[config.mk]
export PLATFORM = sky130hd
export DESIGN_NAME = gpio_port_register_block_unit
export DESIGN_NICKNAME = d
export VERILOG_FILES = /design/src/rtl/core/gpio_prb_pkg.sv /design/src/rtl/core/gpio_prb_lock.sv /design/src/rtl/core/gpio_prb_regs.sv /design/src/rtl/core/gpio_port_register_block_unit.sv
export SDC_FILE = /design/constraint.sdc
export NUM_CORES = 1
export LEC_CHECK = 0
export ABC_AREA = 1
export ABC_CLOCK_PERIOD_IN_PS = 5500
export BUFFER_PORTS_ARGS = -buffer_cell sky130_fd_sc_hd__buf_2
export CORE_AREA = 2 2 199 201
export DETAILED_ROUTE_END_ITERATION = 7
export DIE_AREA = 0 0 201 203
export PLACE_DENSITY_LB_ADDON = 0.1
export SETUP_SLACK_MARGIN = 0.15
export SKIP_CTS_REPAIR_TIMING = 1
export SLEW_MARGIN = 20
export SYNTH_ARGS = -nofsm -noshare
export SYNTH_HDL_FRONTEND = slang
export SYNTH_SLANG_ARGS = --single-unit
[constraint.sdc]
create_clock -name clk -period 5.5 [get_ports clk]
set_input_delay 0.825 -clock clk [delete_from_list [all_inputs] [get_ports clk]]
set_output_delay 0.825 -clock clk [all_outputs]
set_load 0.01 [all_outputs]
[src/rtl/core/gpio_prb_pkg.sv]
// shared types and constants of the gpio port register block
`timescale 1ns / 1ps

package gpio_prb_pkg;

  // bus access kinds
  localparam logic OP_READ  = 1'b0;
  localparam logic OP_WRITE = 1'b1;

  // register map
  localparam logic [2:0] REG_CRL    = 3'd0;
  localparam logic [2:0] REG_CRH    = 3'd1;
  localparam logic [2:0] REG_IDR    = 3'd2;
  localparam logic [2:0] REG_ODR    = 3'd3;
  localparam logic [2:0] REG_BSRR   = 3'd4;
  localparam logic [2:0] REG_BRR    = 3'd5;
  localparam logic [2:0] REG_LCKR   = 3'd6;
  localparam logic [2:0] REG_UNUSED = 3'd7;

  localparam logic [31:0] CFG_RESET   = 32'h4444_4444;
  localparam int          LCK_KEY_POS = 16;

  // one bus access
  typedef struct packed {
    logic        op;
    logic [2:0]  idx;
    logic [31:0] data;
    logic [15:0] pins;
  } req_t;

  // lock sequencer status toward the register file
  typedef struct packed {
    logic [15:0] frozen;   // pins whose config nibbles are locked
    logic [31:0] rd_word;  // lckr read value
    logic        set_now;  // lock active before this request
    logic        set_nxt;  // lock active after this request
  } lock_stat_t;

  // one result
  typedef struct packed {
    logic        lock_active;
    logic [31:0] config_high;
    logic [31:0] config_low;
    logic [15:0] output_latch;
    logic [31:0] read_data;
  } res_t;

endpackage

[src/rtl/core/gpio_prb_lock.sv]
// lock key sequencer and lock bits of the gpio port
`timescale 1ns / 1ps

module gpio_prb_lock #(
  parameter int PIN_COUNT = 16
) (
  input  logic                    clk,
  input  logic                    rst_n,
  input  logic                    fire,
  input  gpio_prb_pkg::req_t      req,
  output gpio_prb_pkg::lock_stat_t stat
);

  localparam logic [15:0] PIN_MASK = 16'((1 << PIN_COUNT) - 1);

  typedef enum logic [2:0] {
    LK_IDLE,
    LK_STEP1,
    LK_STEP2,
    LK_STEP3,
    LK_DONE
  } lock_state_t;

  lock_state_t state_r, state_nxt;
  logic [15:0] bits_r, bits_nxt;
  logic [15:0] wr_bits;
  logic        key;
  logic        same;
  logic        locked;

  assign locked  = (state_r == LK_DONE);
  assign wr_bits = req.data[15:0] & PIN_MASK;
  assign key     = req.data[gpio_prb_pkg::LCK_KEY_POS];
  assign same    = (wr_bits == bits_r);

  always_comb begin
    state_nxt = state_r;
    bits_nxt  = bits_r;
    if (fire && req.idx == gpio_prb_pkg::REG_LCKR && !locked) begin
      if (req.op == gpio_prb_pkg::OP_WRITE) begin
        bits_nxt  = wr_bits;
        // a write that breaks the key restarts the sequence with itself if its key bit is set, else goes idle
        state_nxt = key ? LK_STEP1 : LK_IDLE;
        case (state_r)
          LK_STEP1: if (!key && same) state_nxt = LK_STEP2;
          LK_STEP2: if (key && same)  state_nxt = LK_STEP3;
          default: ;
        endcase
      end else begin
        state_nxt = (state_r == LK_STEP3) ? LK_DONE : LK_IDLE;
      end
    end
  end

  always_ff @(posedge clk) begin
    if (!rst_n) begin
      state_r <= LK_IDLE;
      bits_r  <= '0;
    end else begin
      state_r <= state_nxt;
      bits_r  <= bits_nxt;
    end
  end

  assign stat.frozen  = locked ? bits_r : '0;
  assign stat.rd_word = {15'd0, locked, bits_r};
  assign stat.set_now = locked;
  assign stat.set_nxt = (state_nxt == LK_DONE);

endmodule

[src/rtl/core/gpio_prb_regs.sv]
// configuration words, output latch and read mux of the gpio port
`timescale 1ns / 1ps

module gpio_prb_regs #(
  parameter int PIN_COUNT = 16
) (
  input  logic                     clk,
  input  logic                     rst_n,
  input  logic                     fire,
  input  gpio_prb_pkg::req_t       req,
  input  gpio_prb_pkg::lock_stat_t stat,
  output gpio_prb_pkg::res_t       res
);

  localparam logic [15:0] PIN_MASK = 16'((1 << PIN_COUNT) - 1);

  logic [31:0] cfg_lo_r, cfg_lo_nxt;
  logic [31:0] cfg_hi_r, cfg_hi_nxt;
  logic [15:0] odr_r, odr_nxt;
  logic [31:0] wm_lo, wm_hi;
  logic [31:0] rd;

  // nibble write masks: present and not frozen
  always_comb begin
    for (int i = 0; i < 8; i++) begin
      wm_lo[i*4 +: 4] = (PIN_MASK[i] && !stat.frozen[i]) ? 4'hF : 4'h0;
      wm_hi[i*4 +: 4] = (PIN_MASK[i+8] && !stat.frozen[i+8]) ? 4'hF : 4'h0;
    end
  end

  always_comb begin
    cfg_lo_nxt = cfg_lo_r;
    cfg_hi_nxt = cfg_hi_r;
    odr_nxt    = odr_r;
    rd         = '0;
    if (req.op == gpio_prb_pkg::OP_WRITE) begin
      case (req.idx)
        gpio_prb_pkg::REG_CRL:  cfg_lo_nxt = (cfg_lo_r & ~wm_lo) | (req.data & wm_lo);
        gpio_prb_pkg::REG_CRH:  cfg_hi_nxt = (cfg_hi_r & ~wm_hi) | (req.data & wm_hi);
        gpio_prb_pkg::REG_ODR:  odr_nxt = req.data[15:0] & PIN_MASK;
        // set wins over clear
        gpio_prb_pkg::REG_BSRR: odr_nxt = ((odr_r & ~req.data[31:16]) | req.data[15:0])
                                          & PIN_MASK;
        gpio_prb_pkg::REG_BRR:  odr_nxt = odr_r & ~req.data[15:0] & PIN_MASK;
        default: ;
      endcase
    end else begin
      case (req.idx)
        gpio_prb_pkg::REG_CRL:  rd = cfg_lo_r;
        gpio_prb_pkg::REG_CRH:  rd = cfg_hi_r;
        gpio_prb_pkg::REG_IDR:  rd = {16'd0, req.pins & PIN_MASK};
        gpio_prb_pkg::REG_ODR:  rd = {16'd0, odr_r};
        gpio_prb_pkg::REG_LCKR: rd = stat.rd_word;
        default:                rd = '0;
      endcase
    end
  end

  always_ff @(posedge clk) begin
    if (!rst_n) begin
      cfg_lo_r <= gpio_prb_pkg::CFG_RESET;
      cfg_hi_r <= gpio_prb_pkg::CFG_RESET;
      odr_r    <= '0;
    end else if (fire) begin
      cfg_lo_r <= cfg_lo_nxt;
      cfg_hi_r <= cfg_hi_nxt;
      odr_r    <= odr_nxt;
    end
  end

  assign res.read_data    = rd;
  assign res.output_latch = odr_nxt;
  assign res.config_low   = cfg_lo_nxt;
  assign res.config_high  = cfg_hi_nxt;
  assign res.lock_active  = stat.set_nxt;

endmodule

[src/rtl/core/gpio_port_register_block_unit.sv]
// top level of the gpio port register block
//
// usage:
// - in_ channel carries one bus request per item: tuser holds the access kind
//   (read or write) and the register index, tdata the write word and the
//   sampled pin levels
// - out_ channel returns one result per request: read data plus a snapshot of
//   the output latch, both configuration words and the lock flag after the
//   access
// - a request sits in the input register, then its access is applied to the
//   port state and the result lands in the output register, which drives
//   out_tvalid
// - throughput is one request per cycle unless the receiver stalls; all state
//   updates are a single pass of logic between the input and result registers
// - when the receiver stalls, the result holds in the output register, one more
//   request waits in the input register, and only then in_tready drops
// - reset clears the valid flags of both pipeline registers, loads 0x44444444
//   into the configuration words, clears the output latch and lock bits and
//   returns the lock key sequencer to idle
`timescale 1ns / 1ps

module gpio_port_register_block_unit #(
  parameter int PIN_COUNT = 16
) (
  input  logic         clk,
  input  logic         rst_n,
  input  logic         in_tvalid,
  output logic         in_tready,
  input  logic [47:0]  in_tdata,   // write_data[31:0], pin_levels[47:32]
  input  logic [3:0]   in_tuser,   // operation[0], register_index[3:1]
  output logic         out_tvalid,
  input  logic         out_tready,
  output logic [119:0] out_tdata   // read_data[31:0], output_latch[47:32],
                                   // config_low[79:48], config_high[111:80],
                                   // lock_active[112], zero fill above
);

  localparam logic [15:0] PIN_MASK = 16'((1 << PIN_COUNT) - 1);

  gpio_prb_pkg::req_t       req_r;
  gpio_prb_pkg::res_t       res_r;
  gpio_prb_pkg::res_t       res_nxt;
  gpio_prb_pkg::lock_stat_t stat;
  logic                     in_v_r;
  logic                     out_v_r;
  logic                     fire;

  // request moves from input register into result register
  assign fire      = in_v_r && (!out_v_r || out_tready);
  assign in_tready = !in_v_r || fire;

  // input register
  always_ff @(posedge clk) begin
    if (!rst_n) begin
      in_v_r <= 1'b0;
    end else if (in_tready) begin
      in_v_r <= in_tvalid;
    end
  end

  always_ff @(posedge clk) begin
    if (in_tvalid && in_tready) begin
      req_r.op   <= in_tuser[0];
      req_r.idx  <= in_tuser[3:1];
      req_r.data <= in_tdata[31:0];
      req_r.pins <= in_tdata[47:32];
    end
  end

  // lock key sequencer
  gpio_prb_lock #(
    .PIN_COUNT(PIN_COUNT)
  ) u_lock (
    .clk  (clk),
    .rst_n(rst_n),
    .fire (fire),
    .req  (req_r),
    .stat (stat)
  );

  // port state and read mux
  gpio_prb_regs #(
    .PIN_COUNT(PIN_COUNT)
  ) u_regs (
    .clk  (clk),
    .rst_n(rst_n),
    .fire (fire),
    .req  (req_r),
    .stat (stat),
    .res  (res_nxt)
  );

  // result register
  always_ff @(posedge clk) begin
    if (!rst_n) begin
      out_v_r <= 1'b0;
    end else if (fire) begin
      out_v_r <= 1'b1;
    end else if (out_tready) begin
      out_v_r <= 1'b0;
    end
  end

  always_ff @(posedge clk) begin
    if (fire) begin
      res_r <= res_nxt;
    end
  end

  assign out_tvalid = out_v_r;
  assign out_tdata  = {7'd0, res_r.lock_active, res_r.config_high, res_r.config_low,
                       res_r.output_latch, res_r.read_data};

  // once locked, the lock stays until reset
  a_lock_sticky: assert property (@(posedge clk) disable iff (!rst_n)
    stat.set_now |=> stat.set_now)
    else $error("lock dropped without reset");

  // input side only stalls when both registers are full and the receiver stalls
  a_stall_cause: assert property (@(posedge clk) disable iff (!rst_n)
    !in_tready |-> (in_v_r && out_v_r && !out_tready))
    else $error("input stalled without a full pipeline");

  // absent pins never drive an output bit
  a_absent_pins: assert property (@(posedge clk) disable iff (!rst_n)
    out_v_r |-> ((res_r.output_latch & ~PIN_MASK) == 16'd0))
    else $error("output latch bit set on an absent pin");

endmodule
---- Yosys cells after proc, flatten, opt, wreduce, memory -nomap -nowiden ----
Cells that the tools add are included.
storage, ports and cells
  bits in registers ....................... 266
  input port bits ......................... 56
  word-level logic and storage cells ...... 89
operators by class
  eq/ne operators ......................... 12
  mux-type cells .......................... 33
  bitwise logic cells ..................... 13
  reductions and logical operators ........ 15
operators with widths
  operator                                             count
  case mux 32 bit (5 select lines)                     1
  AND 32 bit                                           4
  two-way mux 32 bit                                   4
  two-way mux 4 bit                                    16
  inverter 32 bit                                      2
  OR 32 bit                                            2
  case mux 16 bit (3 select lines)                     1
  AND 16 bit                                           2
  two-way mux 16 bit                                   2
  inverter 16 bit                                      2
  equality test 16 bit                                 1
  OR 16 bit                                            1
  equality test 3 bit, second input constant           5
  two-way mux 3 bit                                    5
  equality test 3 x 2 -> 1 bit, second input constant  4
  equality test 3 x 1 -> 1 bit, second input constant  2
  logical AND 1 bit                                    6
  case mux 3 bit (2 select lines)                      1
  logical NOT 1 bit                                    4
  logical NOT 3 bit                                    1
  two-way mux 1 bit                                    3
  logical OR 1 bit                                     2
  AND reduction 2 bit                                  1
  nonzero test 2 bit                                   1

---- Depth between registers and ports, before layout ----
  depth in word-level cells ............... 8
  gate-level depth with buffers ........... 11
  mapped depth without buffers ............ 10

---- Modules after synthesis ----
From an unflattened synthesis, not the netlist that was laid out.
unflattened totals
  cell total of the unflattened synthesis .. 1,410
  area, all modules ....................... 12,117.9 sq um
modules (own cells, without submodules)
  module                         instances  cells each  area an instance (sq um)  sequential area each (sq um)
  gpio_prb_regs                  1          1,017       5,733.0                   1,601.5
  gpio_port_register_block_unit  1          186         5,106.1                   4,994.8
  gpio_prb_lock                  1          207         1,278.7                   380.4

---- Worst setup path after synthesis ----
No wires, ideal clock.
  path type ............................... input -> register
  start point ............................. input port out_tready
  end point ............................... register res_r, in the netlist out_tdata[0] (enable)
  data arrival time ....................... 4,589 ps
  data required time ...................... 4,978 ps
  path slack .............................. 389 ps
  cell stages on the path ................. 3
  path buffers ............................ 1
  cells stage by stage .................... inv_1 a21oi_1 clkbuf_1
on the way
  word-level cells in the longest chain between the ends .. 2
ends and longest elaborated chain
  item                  line                                  RTL
  from (decl)           gpio_port_register_block_unit.sv:32   input logic out_tready,
  logical OR 1 bit      gpio_port_register_block_unit.sv:49   assign fire = in_v_r && (!out_v_r || out_tready);
  logical AND 1 bit     gpio_port_register_block_unit.sv:49
  named net fire        gpio_port_register_block_unit.sv:46   logic fire;
  to (signal assigned)  gpio_port_register_block_unit.sv:106  res_r <= res_nxt;
  to (decl)             gpio_port_register_block_unit.sv:41   gpio_prb_pkg::res_t res_r;
The timed path passes the listed nets, and every way through them passes these cells.
A chain may end at the register's enable or synchronous reset.

==> flow_summary.yaml <==
outcome:
  status: "completed"
sta:
  relSlewSlack: 0.3212
  finalSetupViolCount: 0
  slew_violations: 0
  tightest_slew_ns: 1.018
  fin_setup_tns_ns: 0
  skew_ns: 0.01367
  hold_viol_final: 0
  period_share: 0.5206
  period_needed_ns: 2.863
  max_freq_mhz: 349.3
  rsz0062_at_grt: "false"
yosys:
  synthesis.instances: 1210
  yosysMostFrequentCell: "nand2_1"
  synth_edf_count: 165
  ys_seq_area_frac: 0.6062
  ys_types: 33
  syn_area_sq_um: 11510
  synth_seq_cells: 266
  yosysTopAreaCell: "edfxtp_1"
  synthFlopType: "edfxtp_1"
  synth_top_cells_by_count: "210 x nand2_1, 206 x inv_1, 165 x edfxtp_1"
  synth_warnings: 0
  yosys.area.top_type_share: 0.4305
  synth_area_leaders: "edfxtp_1 43%, dfxtp_1 18%, nand2_1 6.8%"
  syn_area_per_cell_sq_um: 9.512
  async_reset_ff_frac: 0
worst_setup_path:
  required_ns: 5.78
  critical_path_arrival_ns: 3.14
  critPathMaxFanout: 32
  path_class: "reg2reg"
  critPathLaunchType: "flip-flop"
  endpoint_kind: "flip-flop"
die:
  start_util: 0.2992
  die_h_microns: 203
  dieWidth_microns: 201
  die_area_sq_um: 40800
  rows: 72
  ioPinCount: 178
  core_area_sq_um: 38470
clock_tree:
  root_buffer: "clkbuf_16"
  cts_sinks: 266
  cts_tree: "yes"
  h-tree-depth: 2
  clk_pin_slew_worst_paths_ns: 0.06
  clk_latency_ns: 0.54
  max-clock-path-buffers: 3
  cts_buffers: 34
placement:
  dp_hpwl_microns: 24120
  io_buffers: 170
  finalWeightedCongestion: 0.8106
power_and_ir_drop:
  power_mw: 5.017
  leakagePower_nw: 5.899
  peakVddDrop_mv: 0.1983
  power_density_nw_per_um2: 358.5
detailed_routing:
  firstDrtPassIters: 5
  drc: 0
  drt_iter0_drc: 623
  routed_via_density: 4.582
  ant_nets: 0
  drt-total-wl_microns: 36020
  vias: 8779
  routedWlPerCell_microns: 18.80
global_routing:
  grt_pass1_vias: 8559
  antenna_found_initial: 0
  grt_overflow: 0
  met2_usage: 0.2888
  gr-usage-all-layers: 0.1762
  grt_pass1_wl_microns: 53760
  use_met3: 0.03226
  grt_use_met1: 0.2334
  top_usage_layer: "met2"
  grt_max_degree: 81
hold_path:
  min_path_type: "in2reg"
finish:
  drive_above_1_share: 0.2117
  multi_input_area_sq_um: 3478
  area_delta_synth_final_pct: 21.59
  regArea_sq_um: 6977
  n_fill_cell: 3926
  nNetsFinal: 1428
  diodes: 0
flow_run:
  drv_cap: 0
## layout by cell type (no fill, tap or decap), drive strengths merged
cell	n
nand2	214
inv	212
buf	180
o21ai	172
edfxtp	165
a21oi	122
dfxtp	101
nor2	58
clkbuf	58
o22ai	43
nand3	32
nand4	20
conb	7
clkinv	5
o211ai	3
nor3	2
nand3b	1
xor2	1
o221ai	1
bufinv	1
## per-layer routing
metal | vias to the layer above | part of all wire
li1 | 4364 | -
met1 | 4146 | 0.46
met2 | 221 | 0.47
met3 | 48 | 0.045
met4 | 0 | 0.024
met5 | - | 0
## critical path, stage by stage (launching register included)
cell and delay (ns):
edfxtp_1 0.57, inv_2 0.38, nand3_4 0.36, nor2_4 0.24, nand2_2 0.10, nor2_4 0.59
nand2_1 0.12, nor2_1 0.16, nor3_1 0.06
## cells by family (layout without fill, tap and decap cells)
group                  after synthesis  after routing  share of synthesized area
flip-flops                         266            266                     0.6062
AND/OR/NAND/NOR                    327            327                     0.1237
AO/OA/AOI/OAI                      341            341                     0.1738
other                                1              7                  0.0003258
buffers and inverters              274            456                    0.09523
XOR/XNOR                             1              1                  0.0007611
## per-stage QoR
stage                     std cells    util  instance area, sq um  hold WS (ns)  setup WS, ns
after floorplan                1216       -                 11530        0.4406        0.3887
after global placement         1853  0.3335                 12830        0.4498         2.479
after detailed placement       1853  0.3335                 12830        0.4531         2.437
after CTS                      1915  0.3631                 13970        0.4262         2.688
after global routing           1916  0.3638                 13990        0.4335         2.438
final                          1916  0.3638                 13990        0.4589         2.637
## area by class of cell
| class | instances | share of cell area |
|---|---|---|
| Clock buffer | 58 | 0.07832 |
| Clock inverter | 4 | 0.003129 |
| Inverter | 214 | 0.05758 |
| Multi-Input combinational cell | 676 | 0.2485 |
| Sequential cell | 266 | 0.4985 |
| Tap cell | 518 | 0.04631 |
| Timing Repair Buffer | 180 | 0.06759 |
## registers in the layout, indices dropped and copies added (netlist names)
| register | count |
|---|---|
| out_tvalid | 1 |
| out_tdata | 113 |
| u_regs.cfg_lo_r | 32 |
| u_lock.state_r | 3 |
| u_regs.odr_r | 16 |
| req_r | 52 |
| u_lock.bits_r | 16 |
| in_v_r | 1 |
| u_regs.cfg_hi_r | 32 |
## where the power goes
part           total [mW]  internal (mW)  switching (mW)  leakage [nW]
registers            2.31           2.25          0.0587          2.41
clock network        2.26           1.40           0.858         0.557
logic               0.451          0.138           0.314          2.93
total                5.02           3.79            1.23          5.90
## worst paths after layout
| kind | startpoint | endpoint | slack, ns | cells after the start |
|---|---|---|---|---|
| max reg2reg | req_r[48]$_DFFE_PP_ | out_tdata[112]$_DFFE_PP_ | 2.64 | 8 |
| min reg2reg | u_regs.cfg_hi_r[22]$_SDFFE_PN1P_ | u_regs.cfg_hi_r[22]$_SDFFE_PN1P_ | 0.47 | 2 |
| min | in_tdata[6] | req_r[22]$_DFFE_PP_ | 0.46 | 1 |
| max | req_r[48]$_DFFE_PP_ | out_tdata[112]$_DFFE_PP_ | 2.64 | 8 |
No activity file was read; power rests on OpenSTA's default activity.
